[config.mk]
export PLATFORM = sky130hd
export DESIGN_NAME = two_axis_gimbal_reference_filter
export DESIGN_NICKNAME = d
export VERILOG_FILES = /design/src/rtl/gbrf_pkg.sv /design/src/rtl/gbrf_mul.sv /design/src/rtl/gbrf_axis.sv /design/src/rtl/two_axis_gimbal_reference_filter.sv
export SDC_FILE = /design/constraint.sdc
export NUM_CORES = 2
export LEC_CHECK = 0
export BUFFER_PORTS_ARGS = -buffer_cell sky130_fd_sc_hd__buf_2
export CAP_MARGIN = 20
export CORE_MARGIN = 1.5
export CORE_UTILIZATION = 50
export DETAILED_ROUTE_END_ITERATION = 10
export GPL_ROUTABILITY_DRIVEN = 1
export PLACE_DENSITY_LB_ADDON = 0.2
export SYNTH_ARGS = -nofsm -noshare
export SYNTH_HDL_FRONTEND = slang
export SYNTH_HIERARCHICAL = 1
export SYNTH_SLANG_ARGS = --single-unit
[constraint.sdc]
create_clock -name clk -period 7.2 [get_ports clk]
set_clock_uncertainty 0.1 [all_clocks]
set_input_delay 0.72 -clock clk [delete_from_list [all_inputs] [get_ports clk]]
set_output_delay 0.72 -clock clk [all_outputs]
set_load 0.05 [all_outputs]
[src/rtl/gbrf_pkg.sv]
`default_nettype none
package gbrf_pkg;

  typedef struct packed {
    logic signed [23:0] yaw_target;
    logic signed [23:0] pitch_target;
    logic signed [31:0] yaw_feedback_rev;
    logic signed [31:0] pitch_feedback_rev;
  } in_item_t;

  typedef struct packed {
    logic [15:0]        yaw_steps;
    logic               yaw_negative;
    logic [15:0]        pitch_steps;
    logic               pitch_negative;
    logic               report_due;
    logic signed [15:0] report_yaw;
    logic signed [15:0] report_pitch;
  } out_item_t;

  // register indexes on the configuration port
  localparam logic [2:0] CFG_ALPHA     = 3'd0;
  localparam logic [2:0] CFG_PPD       = 3'd1;
  localparam logic [2:0] CFG_YAW_LIM   = 3'd2;
  localparam logic [2:0] CFG_PITCH_LIM = 3'd3;
  localparam logic [2:0] CFG_PERIOD    = 3'd4;

  localparam logic [15:0] ALPHA_RESET     = 16'd9830;
  localparam logic [23:0] PPD_RESET       = 24'd582542;
  localparam logic [14:0] YAW_LIM_RESET   = 15'd30720;
  localparam logic [14:0] PITCH_LIM_RESET = 15'd23040;
  localparam logic [7:0]  PERIOD_RESET    = 8'd5;

  // multiplier bit counts per operation
  localparam logic [4:0] MUL_N_LP     = 5'd16;
  localparam logic [4:0] MUL_N_PULSE  = 5'd24;
  localparam logic [4:0] MUL_N_REPORT = 5'd9;

  // 360 degrees per revolution
  localparam logic [23:0] REPORT_SCALE = 24'd360;

  typedef enum logic [1:0] {
    OP_LP     = 2'd0,
    OP_PULSE  = 2'd1,
    OP_REPORT = 2'd2
  } op_t;

  typedef struct packed {
    logic capture;
    logic start;
    logic first;
    op_t  op;
  } axis_ctrl_t;

endpackage
`default_nettype wire

[src/rtl/gbrf_mul.sv]
`default_nettype none
module gbrf_mul
  import gbrf_pkg::*;
(
  input  wire logic        clk,
  input  wire logic        rst_n,
  input  wire logic        start,
  input  wire logic [31:0] a,
  input  wire logic [23:0] b,
  input  wire logic [4:0]  nbits,
  output logic             done,
  output logic [31:0]      prod_hi,
  output logic [23:0]      prod_lo
);

  logic [31:0] u_r, u_nxt;
  logic [23:0] l_r, l_nxt;
  logic [31:0] a_r;
  logic [4:0]  cnt_r, cnt_nxt;
  logic        busy_r, busy_nxt;
  logic        done_r, done_nxt;
  logic [32:0] sum;

  // shift-add, multiplier bits leave l_r lsb first, product bits enter at its top
  always_comb begin
    sum      = {1'b0, u_r} + (l_r[0] ? {1'b0, a_r} : 33'd0);
    u_nxt    = u_r;
    l_nxt    = l_r;
    cnt_nxt  = cnt_r;
    busy_nxt = busy_r;
    done_nxt = 1'b0;
    if (start) begin
      u_nxt    = 32'd0;
      l_nxt    = b;
      cnt_nxt  = nbits;
      busy_nxt = 1'b1;
    end else if (busy_r) begin
      u_nxt   = sum[32:1];
      l_nxt   = {sum[0], l_r[23:1]};
      cnt_nxt = cnt_r - 5'd1;
      if (cnt_r == 5'd1) begin
        busy_nxt = 1'b0;
        done_nxt = 1'b1;
      end
    end
  end

  always_ff @(posedge clk) begin
    if (!rst_n) begin
      busy_r <= 1'b0;
      done_r <= 1'b0;
      cnt_r  <= 5'd0;
    end else begin
      busy_r <= busy_nxt;
      done_r <= done_nxt;
      cnt_r  <= cnt_nxt;
    end
  end

  always_ff @(posedge clk) begin
    u_r <= u_nxt;
    l_r <= l_nxt;
    if (start) begin
      a_r <= a;
    end
  end

  assign done    = done_r;
  assign prod_hi = u_r;
  assign prod_lo = l_r;

endmodule
`default_nettype wire

[src/rtl/gbrf_axis.sv]
`default_nettype none
module gbrf_axis
  import gbrf_pkg::*;
(
  input  wire logic               clk,
  input  wire logic               rst_n,
  input  wire axis_ctrl_t         ctrl,
  input  wire logic               invert,
  input  wire logic [14:0]        lim,
  input  wire logic [15:0]        alpha,
  input  wire logic [23:0]        ppd,
  input  wire logic signed [23:0] target,
  input  wire logic signed [31:0] feedback,
  output logic                    done,
  output logic [15:0]             steps,
  output logic                    negative,
  output logic signed [15:0]      report
);

  logic signed [15:0] tgt_r;
  logic signed [31:0] fb_r;
  logic signed [24:0] filt_r;
  logic               sign_r, sign_nxt;
  logic [15:0]        steps_r;
  logic               neg_r;
  logic signed [15:0] rep_r;

  logic signed [24:0] t_ext, lim_ext, lim_neg;
  logic signed [15:0] t_clamp;
  logic signed [25:0] d;
  logic [25:0]        d_mag;
  logic [24:0]        filt_mag;
  logic [31:0]        fb_mag;

  logic [31:0] mul_a;
  logic [23:0] mul_b;
  logic [4:0]  mul_n;
  logic        mul_done;
  logic [31:0] mul_hi;
  logic [23:0] mul_lo;

  logic [32:0]        lp_r;
  logic signed [26:0] lp_delta, lp_sum;
  logic [23:0]        pu_r;
  logic [15:0]        pu_sat;
  logic               pu_neg;
  logic [33:0]        rp_r;
  logic [14:0]        rp_mag;
  logic signed [15:0] rp_val;

  always_comb begin
    t_ext   = {target[23], target};
    lim_ext = {10'd0, lim};
    lim_neg = -lim_ext;
    if (t_ext > lim_ext) begin
      t_clamp = lim_ext[15:0];
    end else if (t_ext < lim_neg) begin
      t_clamp = lim_neg[15:0];
    end else begin
      t_clamp = t_ext[15:0];
    end
  end

  always_comb begin
    d        = {tgt_r[15], tgt_r, 9'd0} - {filt_r[24], filt_r};
    d_mag    = d[25] ? 26'(-d) : 26'(d);
    filt_mag = filt_r[24] ? 25'(-filt_r) : 25'(filt_r);
    fb_mag   = fb_r[31] ? 32'(-fb_r) : 32'(fb_r);
    case (ctrl.op)
      OP_LP: begin
        mul_a    = {6'd0, d_mag};
        mul_b    = {8'd0, alpha};
        mul_n    = MUL_N_LP;
        sign_nxt = d[25];
      end
      OP_PULSE: begin
        mul_a    = {7'd0, filt_mag};
        mul_b    = ppd;
        mul_n    = MUL_N_PULSE;
        sign_nxt = filt_r[24] ^ invert;
      end
      OP_REPORT: begin
        mul_a    = fb_mag;
        mul_b    = REPORT_SCALE;
        mul_n    = MUL_N_REPORT;
        sign_nxt = fb_r[31] ^ invert;
      end
      default: begin
        mul_a    = 32'd0;
        mul_b    = 24'd0;
        mul_n    = MUL_N_REPORT;
        sign_nxt = 1'b0;
      end
    endcase
  end

  gbrf_mul u_mul (
    .clk     (clk),
    .rst_n   (rst_n),
    .start   (ctrl.start),
    .a       (mul_a),
    .b       (mul_b),
    .nbits   (mul_n),
    .done    (mul_done),
    .prod_hi (mul_hi),
    .prod_lo (mul_lo)
  );

  // round half away from zero on magnitudes: floor plus the first dropped bit
  always_comb begin
    lp_r     = {1'b0, mul_hi} + 33'(mul_lo[23]);
    lp_delta = sign_r ? -$signed({1'b0, lp_r[25:0]}) : $signed({1'b0, lp_r[25:0]});
    lp_sum   = {{2{filt_r[24]}}, filt_r} + lp_delta;

    pu_r   = {1'b0, mul_hi[31:9]} + 24'(mul_hi[8]);
    pu_sat = (|pu_r[23:16]) ? 16'hFFFF : pu_r[15:0];
    pu_neg = sign_r & (|pu_r);

    rp_r   = {1'b0, mul_hi, mul_lo[23]} + 34'(mul_lo[22]);
    rp_mag = (rp_r > {19'd0, lim}) ? lim : rp_r[14:0];
    rp_val = sign_r ? -$signed({1'b0, rp_mag}) : $signed({1'b0, rp_mag});
  end

  always_ff @(posedge clk) begin
    if (!rst_n) begin
      filt_r <= 25'sd0;
    end else if (mul_done && ctrl.op == OP_LP) begin
      filt_r <= ctrl.first ? {tgt_r, 9'd0} : lp_sum[24:0];
    end
  end

  always_ff @(posedge clk) begin
    if (ctrl.capture) begin
      tgt_r <= t_clamp;
      fb_r  <= feedback;
    end
    if (ctrl.start) begin
      sign_r <= sign_nxt;
    end
    if (mul_done) begin
      case (ctrl.op)
        OP_PULSE: begin
          steps_r <= pu_sat;
          neg_r   <= pu_neg;
        end
        OP_REPORT: rep_r <= rp_val;
        default: ;
      endcase
    end
  end

  assign done     = mul_done;
  assign steps    = steps_r;
  assign negative = neg_r;
  assign report   = rep_r;

endmodule
`default_nettype wire

[src/rtl/two_axis_gimbal_reference_filter.sv]
`default_nettype none
// channel  direction  handshake              payload
// in       input      in_valid / in_ready    in_data   (in_item_t)
// out      output     out_valid / out_ready  out_data  (out_item_t)
// cfg      input      cfg_valid / cfg_ready  cfg_index, cfg_data
//
// a result is loaded into the output register once its request's passes are through; a new
// request is taken only back in idle, after the last result is written: per axis three
// bit-serial shift-add passes (16, 24, 9 bits), axes in parallel, then the output load
// synchronous active-low reset restores register defaults and clears the filter
// a finished result waits in the output register; the next request is taken
// meanwhile, and only the final write waits for that register to free up
module two_axis_gimbal_reference_filter
  import gbrf_pkg::*;
(
  input  wire logic        clk,
  input  wire logic        rst_n,
  input  wire logic        in_valid,
  output logic             in_ready,
  input  wire in_item_t    in_data,
  output logic             out_valid,
  input  wire logic        out_ready,
  output out_item_t        out_data,
  input  wire logic        cfg_valid,
  output logic             cfg_ready,
  input  wire logic [2:0]  cfg_index,
  input  wire logic [23:0] cfg_data
);

  typedef enum logic [7:0] {
    S_IDLE  = 8'b0000_0001,
    S_LP    = 8'b0000_0010,
    S_LP_W  = 8'b0000_0100,
    S_PU    = 8'b0000_1000,
    S_PU_W  = 8'b0001_0000,
    S_RP    = 8'b0010_0000,
    S_RP_W  = 8'b0100_0000,
    S_OUT   = 8'b1000_0000
  } state_t;

  state_t state_r, state_nxt;

  logic [15:0] alpha_r;
  logic [23:0] ppd_r;
  logic [14:0] ylim_r, plim_r;
  logic [7:0]  period_r;

  logic [7:0] tick_r, tick_inc;
  logic       due_r, due_nxt;
  logic       loaded_r;
  logic       out_valid_r;
  out_item_t  out_r;

  axis_ctrl_t ctrl;
  logic       y_done, p_done;
  logic [15:0] y_steps, p_steps;
  logic        y_neg, p_neg;
  logic signed [15:0] y_rep, p_rep;

  logic accept, out_free;

  assign cfg_ready = 1'b1;
  assign in_ready  = (state_r == S_IDLE);
  assign accept    = in_valid && in_ready;
  assign out_free  = !out_valid_r || out_ready;

  always_ff @(posedge clk) begin
    if (!rst_n) begin
      alpha_r  <= ALPHA_RESET;
      ppd_r    <= PPD_RESET;
      ylim_r   <= YAW_LIM_RESET;
      plim_r   <= PITCH_LIM_RESET;
      period_r <= PERIOD_RESET;
    end else if (cfg_valid) begin
      unique case (cfg_index)
        CFG_ALPHA:     alpha_r  <= cfg_data[15:0];
        CFG_PPD:       ppd_r    <= cfg_data;
        CFG_YAW_LIM:   ylim_r   <= cfg_data[14:0];
        CFG_PITCH_LIM: plim_r   <= cfg_data[14:0];
        CFG_PERIOD:    period_r <= cfg_data[7:0];
        default: ;
      endcase
    end
  end

  always_comb begin
    tick_inc = tick_r + 8'd1;
    due_nxt  = (tick_inc >= period_r);
  end

  always_comb begin
    state_nxt = state_r;
    unique case (state_r)
      S_IDLE:  if (accept) state_nxt = S_LP;
      S_LP:    state_nxt = S_LP_W;
      S_LP_W:  if (y_done) state_nxt = S_PU;
      S_PU:    state_nxt = S_PU_W;
      S_PU_W:  if (y_done) state_nxt = S_RP;
      S_RP:    state_nxt = S_RP_W;
      S_RP_W:  if (y_done) state_nxt = S_OUT;
      S_OUT:   if (out_free) state_nxt = S_IDLE;
      default: state_nxt = S_IDLE;
    endcase
  end

  always_comb begin
    ctrl.capture = accept;
    ctrl.start   = (state_r == S_LP) || (state_r == S_PU) || (state_r == S_RP);
    ctrl.first   = !loaded_r;
    if (state_r == S_PU || state_r == S_PU_W) begin
      ctrl.op = OP_PULSE;
    end else if (state_r == S_RP || state_r == S_RP_W) begin
      ctrl.op = OP_REPORT;
    end else begin
      ctrl.op = OP_LP;
    end
  end

  gbrf_axis u_yaw (
    .clk      (clk),
    .rst_n    (rst_n),
    .ctrl     (ctrl),
    .invert   (1'b1),
    .lim      (ylim_r),
    .alpha    (alpha_r),
    .ppd      (ppd_r),
    .target   (in_data.yaw_target),
    .feedback (in_data.yaw_feedback_rev),
    .done     (y_done),
    .steps    (y_steps),
    .negative (y_neg),
    .report   (y_rep)
  );

  gbrf_axis u_pitch (
    .clk      (clk),
    .rst_n    (rst_n),
    .ctrl     (ctrl),
    .invert   (1'b0),
    .lim      (plim_r),
    .alpha    (alpha_r),
    .ppd      (ppd_r),
    .target   (in_data.pitch_target),
    .feedback (in_data.pitch_feedback_rev),
    .done     (p_done),
    .steps    (p_steps),
    .negative (p_neg),
    .report   (p_rep)
  );

  always_ff @(posedge clk) begin
    if (!rst_n) begin
      state_r     <= S_IDLE;
      tick_r      <= 8'd0;
      due_r       <= 1'b0;
      loaded_r    <= 1'b0;
      out_valid_r <= 1'b0;
    end else begin
      state_r <= state_nxt;
      if (accept) begin
        tick_r <= due_nxt ? 8'd0 : tick_inc;
        due_r  <= due_nxt;
      end
      if (state_r == S_LP_W && y_done) begin
        loaded_r <= 1'b1;
      end
      if (state_r == S_OUT && out_free) begin
        out_valid_r <= 1'b1;
      end else if (out_ready) begin
        out_valid_r <= 1'b0;
      end
    end
  end

  always_ff @(posedge clk) begin
    if (state_r == S_OUT && out_free) begin
      out_r.yaw_steps      <= y_steps;
      out_r.yaw_negative   <= y_neg;
      out_r.pitch_steps    <= p_steps;
      out_r.pitch_negative <= p_neg;
      out_r.report_due     <= due_r;
      out_r.report_yaw     <= due_r ? y_rep : 16'sd0;
      out_r.report_pitch   <= due_r ? p_rep : 16'sd0;
    end
  end

  assign out_valid = out_valid_r;
  assign out_data  = out_r;

  // both axes run the same bit counts, so their multipliers finish together
  a_axes_lockstep: assert property (@(posedge clk) disable iff (!rst_n)
    y_done == p_done)
    else $error("axis multipliers out of step");

  a_report_zero: assert property (@(posedge clk) disable iff (!rst_n)
    (out_valid_r && !out_r.report_due) |->
      (out_r.report_yaw == 16'sd0 && out_r.report_pitch == 16'sd0))
    else $error("report fields set on a non-report tick");

  a_dir_nonzero: assert property (@(posedge clk) disable iff (!rst_n)
    (out_valid_r && (out_r.yaw_negative || out_r.pitch_negative)) |->
      ((!out_r.yaw_negative || out_r.yaw_steps != 16'd0) &&
       (!out_r.pitch_negative || out_r.pitch_steps != 16'd0)))
    else $error("direction bit set with zero magnitude");

  a_done_only_waiting: assert property (@(posedge clk) disable iff (!rst_n)
    y_done |-> (state_r == S_LP_W || state_r == S_PU_W || state_r == S_RP_W))
    else $error("multiplier finished outside a wait state");

endmodule
`default_nettype wire

==> results <==
- In this run the cell area of the synthesized design comes to 0.0435 mm².
- The total track usage is between 20 and 30%.
- The total I/O pin count is 214.
- The average instance in the mapped netlist occupies a little under 9 µm².
- The total power density per cell area is 306 mW/mm².
- At the later pin of the worst-skew pair, clock insertion delay measures approximately 640 ps.
- The final-report setup violation count is 0.
- 0 antenna diodes ended up in the layout.
- The worst hold slack is 152 ps.
- The xor and xnor fraction of the mapped netlist area is 10.3%.
- The tree built by TritonCTS fans out to 568 sinks.
- In the global route stage, met1 resource usage came out at 44.6%.
- Row generation in the floorplan step produced around 110 rows.
- The total area inside the core boundary comes to ~0.086 mm².
- The post-route standard cell area excluding fillers is 0.0477 mm².
- After clock tree synthesis, the flow added hold-fix buffers numbering 0.
- The global placer's final weighted congestion is 0.990.
- The commonest cells after synthesis are sky130_fd_sc_hd__nand2_1, sky130_fd_sc_hd__xnor2_1, sky130_fd_sc_hd__edfxtp_1, sky130_fd_sc_hd__nor2_1, sky130_fd_sc_hd__ha_1.
- Measured along the x axis, the die boundary spans 298 µm.
- The clock tree root buffer cell is sky130_fd_sc_hd__clkbuf_16.
- Yosys attributes the largest share of cell area to sky130_fd_sc_hd__edfxtp_1, sky130_fd_sc_hd__dfxtp_1, sky130_fd_sc_hd__ha_1, sky130_fd_sc_hd__xnor2_1, sky130_fd_sc_hd__nand2_1.
- Setup repair after global routing left no endpoint under its margin.
- The remaining routing DRC violations is 0.
- The prevailing post-synth register cell is sky130_fd_sc_hd__edfxtp_1.
- The count of maximum capacitance violations is 0.
- After synthesis, the share of flip-flops with an asynchronous set or reset is 0%.
- sky130_fd_sc_hd__nand2_1 is the most common cell in the netlist.
- After filler insertion, the fill cell instance count of the layout stands at approximately 7900.
- The number of flip-flops and latches in the synthesized netlist is between 500 and 600.
- The routed design could run at a clock period as short as 6310 ps.
- The synthesized netlist devotes 20.4% of its cell area to simple gates.
- After synthesis, the largest area contributor takes up 23.7% of total cell area.
- In the final design database the tool counted 5480 nets.
- The die covers 0.0887 mm².
- The path type of the worst min-delay path is primary input to register.
- The number of clock buffers inserted by TritonCTS is 70.
- The largest total area in the synthesized netlist belongs to sky130_fd_sc_hd__edfxtp_1.
- Counting distinct cell types in the post-synthesis netlist gives 117.
- In this run the remaining antenna-violating nets after routing total 0.
- CTS built an H-tree with a depth of 3.
- The most crowded layer after global routing is met1.
- The via count of the first global-routing pass is 34528.
- The number of cells produced by synthesis is 4974.
- The overall die height is 298 µm.
- The first routing iteration left between 4000 and 5000 violations.
- During synthesis, Yosys emitted a total of 6 warnings.
- The max-slew violation count is 0.
- The combinational family with the most area after synthesis is simple AND/OR/NAND/NOR gates.
- The met3 track utilization from global routing is 5.13%.
- The total detailed-routing wirelength is between 100000 and 150000 µm.
- The worst slew slack as a fraction of its limit is 25.7%.
- Once the floorplan was initialized, standard cells occupied 50.7% of the core.
- STA classifies the critical path endpoint as a register.
- The half-perimeter wire length after detailed placement is 101000 µm.
- Summed over all cells, the static leakage comes to 0.0185 µW.
- For this run, the detailed router's first-pass iteration total came to 8.
- Once placement completed, the tool counted placed cells totaling 6101.
- Adding up every negative setup slack in the final design gives 0 ps.
- After clock tree synthesis, the clock-pin slew on the worst setup and hold paths is 60 ps.
- At the pin with the least slew margin, the transition time is 1110 ps.
- Dividing the detail-routed wire length by the instance count gives 21.6 µm.
- Data on the critical path arrives at its endpoint at 6590 ps.
- Based on the critical path, the design can be clocked at up to about 0.16 GHz.
- Of the cells placed in the final design, the portion with a size suffix greater than 1 is 10.8%.
- Entering global routing, the biggest net connects 85 pins.
- The number of flops mapped to enable cells by yosys is approximately 340.
- The total grt overflow is 0.
- In the finished design, the share of the clock period the worst path needs comes to between 80% and 90%.
- The category of the critical setup timing path is register to register.
- The cell depth of the worst min-delay path is 1.
- STA classifies the critical path startpoint as a register.
- In the final layout, the multi-input gates occupy 0.0269 mm².
- The sequential cells in the finished layout cover a total of 0.0148 mm².
- The number of vias after detailed routing is 38291.
- After synthesis, flip-flops and latches occupy 34.0% of the total area.
- The via density per instance is between 6 and 7.
- Measured on the finished design, the core utilization comes to 55.6%.
- IR analysis of the VDD net gives a maximum drop of 0.207 mV.
- The non-filler instance count after layout is 6233.
- The number of gates resized after CTS was 0.
- The met2 track demand over resource is 42.8%.
- The run finished with clean final reports.
- The number of hold violations in the final report was 0.
- Of all nets on the critical path, the largest fanout is 30.
- The maximum buffer depth of the clock tree is 3.
- After Yosys synthesis, full adders, half adders and majority gates account for under 10% of the synthesized area.
- The cell depth of the worst flop-to-flop path is 21.
- The share of the synthesized area in compound gates (AO/OA/AOI/OAI) is 18.9%.
- The number of antenna violations at the first check in global routing was 2.
- The worst path required time is 7480 ps.
- The first-pass GRT wire length is 205000 µm.
- The area added between synthesis and finish is 9.61%.
- TritonCTS built the clock tree.
- The mux share of post-synthesis cell area is under 10%.
- The placed instances occupy a cell area of 0.0453 mm².
- Once the clock tree was built, the setup fixing pass inserted 0 buffers.
- The count of buffers from port buffering is 212.
[layout by cell type, fill, tap and decap left out, types with 17 or more instances in the layout]
master	synthesis	layout
sky130_fd_sc_hd__o31ai_1	56	56
sky130_fd_sc_hd__nor2_1	332	332
sky130_fd_sc_hd__o21ai_1	40	39
sky130_fd_sc_hd__nand2b_1	54	54
sky130_fd_sc_hd__and3_1	44	44
sky130_fd_sc_hd__o21ai_0	272	272
sky130_fd_sc_hd__o41ai_1	17	17
sky130_fd_sc_hd__clkbuf_16	0	71
sky130_fd_sc_hd__o211ai_1	27	27
sky130_fd_sc_hd__nor2b_1	60	57
sky130_fd_sc_hd__dfxtp_1	225	225
sky130_fd_sc_hd__mux2_2	56	56
sky130_fd_sc_hd__nand3_1	154	154
sky130_fd_sc_hd__a22o_1	33	33
sky130_fd_sc_hd__a21oi_1	297	297
sky130_fd_sc_hd__ha_1	301	301
sky130_fd_sc_hd__nor4_1	38	37
sky130_fd_sc_hd__o21a_1	29	29
sky130_fd_sc_hd__xor2_1	151	151
sky130_fd_sc_hd__o22ai_1	32	32
sky130_fd_sc_hd__buf_4	4	42
sky130_fd_sc_hd__edfxtp_1	343	343
sky130_fd_sc_hd__and2_1	155	155
sky130_fd_sc_hd__inv_1	182	180
sky130_fd_sc_hd__or3_1	38	38
sky130_fd_sc_hd__or2_2	20	20
sky130_fd_sc_hd__nand4_1	77	77
sky130_fd_sc_hd__a222oi_1	20	20
sky130_fd_sc_hd__a211oi_1	37	37
sky130_fd_sc_hd__a21o_1	81	81
sky130_fd_sc_hd__xnor2_1	362	362
sky130_fd_sc_hd__nor3_1	116	116
sky130_fd_sc_hd__buf_2	37	212
sky130_fd_sc_hd__a31oi_1	44	42
sky130_fd_sc_hd__or4_1	27	27
sky130_fd_sc_hd__mux2i_1	73	73
sky130_fd_sc_hd__a22oi_1	39	39
sky130_fd_sc_hd__nand2_1	537	537
[power breakdown]
group | internal (µW) | leakage [µW] | switching [µW]
combinational | 2410 | 0.0124 | 3720
sequential | 4010 | 0.00498 | 823
clock | 2080 | 0.00113 | 1520
total | 8500 | 0.0185 | 6070
[per-stage QoR]
step	power (µW)	setup WS, ps
6_report	14600	889
4_1_cts	14500	1040
3_5_place_dp	10800	1070
3_3_place_gp	10800	1240
2_1_floorplan	9080	1850
5_1_grt	15400	306
[kinds of logic (layout without fill, tap and decap cells)]
logic type,Yosys count,in the layout
AOI/OAI and AO/OA,1227,1227
DFF,568,568
xor gates and xnor gates,513,513
and+or+nand+nor,1761,1761
adders and majority gates,305,305
buffers and inverters,466,578
other,4,7
muxes,130,130
[final timing paths]
path                       startpoint                 end  slack (ps)
min                       in_data[20]    u_pitch/fb_r[20]         150
max          u_pitch/u_mul/prod_hi[4]  u_pitch/report[12]         890
max reg2reg  u_pitch/u_mul/prod_hi[4]  u_pitch/report[12]         890
min reg2reg           u_yaw/steps[11]        out_data[62]         320
[metal layers]
metal	share of wire [%]	wire (µm)
met1	47	63300
met2	42	56500
met3	8.9	12000
met4	2.1	2880
met5	0.012	16
[critical path, stage by stage, from the launching register on]
cell                        delay, ps
sky130_fd_sc_hd__dfxtp_1          630
sky130_fd_sc_hd__nand4_1          510
sky130_fd_sc_hd__nor3_1           310
sky130_fd_sc_hd__buf_4            200
sky130_fd_sc_hd__nand2_1           80
sky130_fd_sc_hd__xnor2_1          520
sky130_fd_sc_hd__ha_1             250
sky130_fd_sc_hd__nand4_1          150
sky130_fd_sc_hd__nor4_1           450
sky130_fd_sc_hd__a21boi_0         250
sky130_fd_sc_hd__a2111oi_0        390
sky130_fd_sc_hd__o2111ai_1        190
sky130_fd_sc_hd__nor4_2           370
sky130_fd_sc_hd__buf_4            380
sky130_fd_sc_hd__mux2i_1          270
sky130_fd_sc_hd__ha_1             260
sky130_fd_sc_hd__nand2_1           80
sky130_fd_sc_hd__nand4b_1         190
sky130_fd_sc_hd__o21ai_0          230
sky130_fd_sc_hd__xnor2_1          100
sky130_fd_sc_hd__nor2_1           100
sky130_fd_sc_hd__a21oi_1           50
[registers in the layout, indices dropped and copies added, names as in the netlist, 24 cells and up]
name	count
out_data	67
u_pitch/fb_r	32
u_pitch/u_mul/a_r	32
u_pitch/u_mul/prod_hi	32
u_yaw/fb_r	32
u_yaw/u_mul/a_r	32
u_yaw/u_mul/prod_hi	32
u_pitch/filt_r	25
u_yaw/filt_r	25
ppd_r	24
u_pitch/u_mul/prod_lo	24
u_yaw/u_mul/prod_lo	24
[area by class of cell]
class / count / area share, %
inverter: 190 / 1.50
clock inverter: 40 / 0.927
clock buffer: 90 / 3.98
multi-input combinational: 3943 / 56.4
tap: 1144 / 3.00
sequential: 568 / 31.1
timing repair buffer: 258 / 3.08
Note: power is estimated with default switching activity, not from simulation.
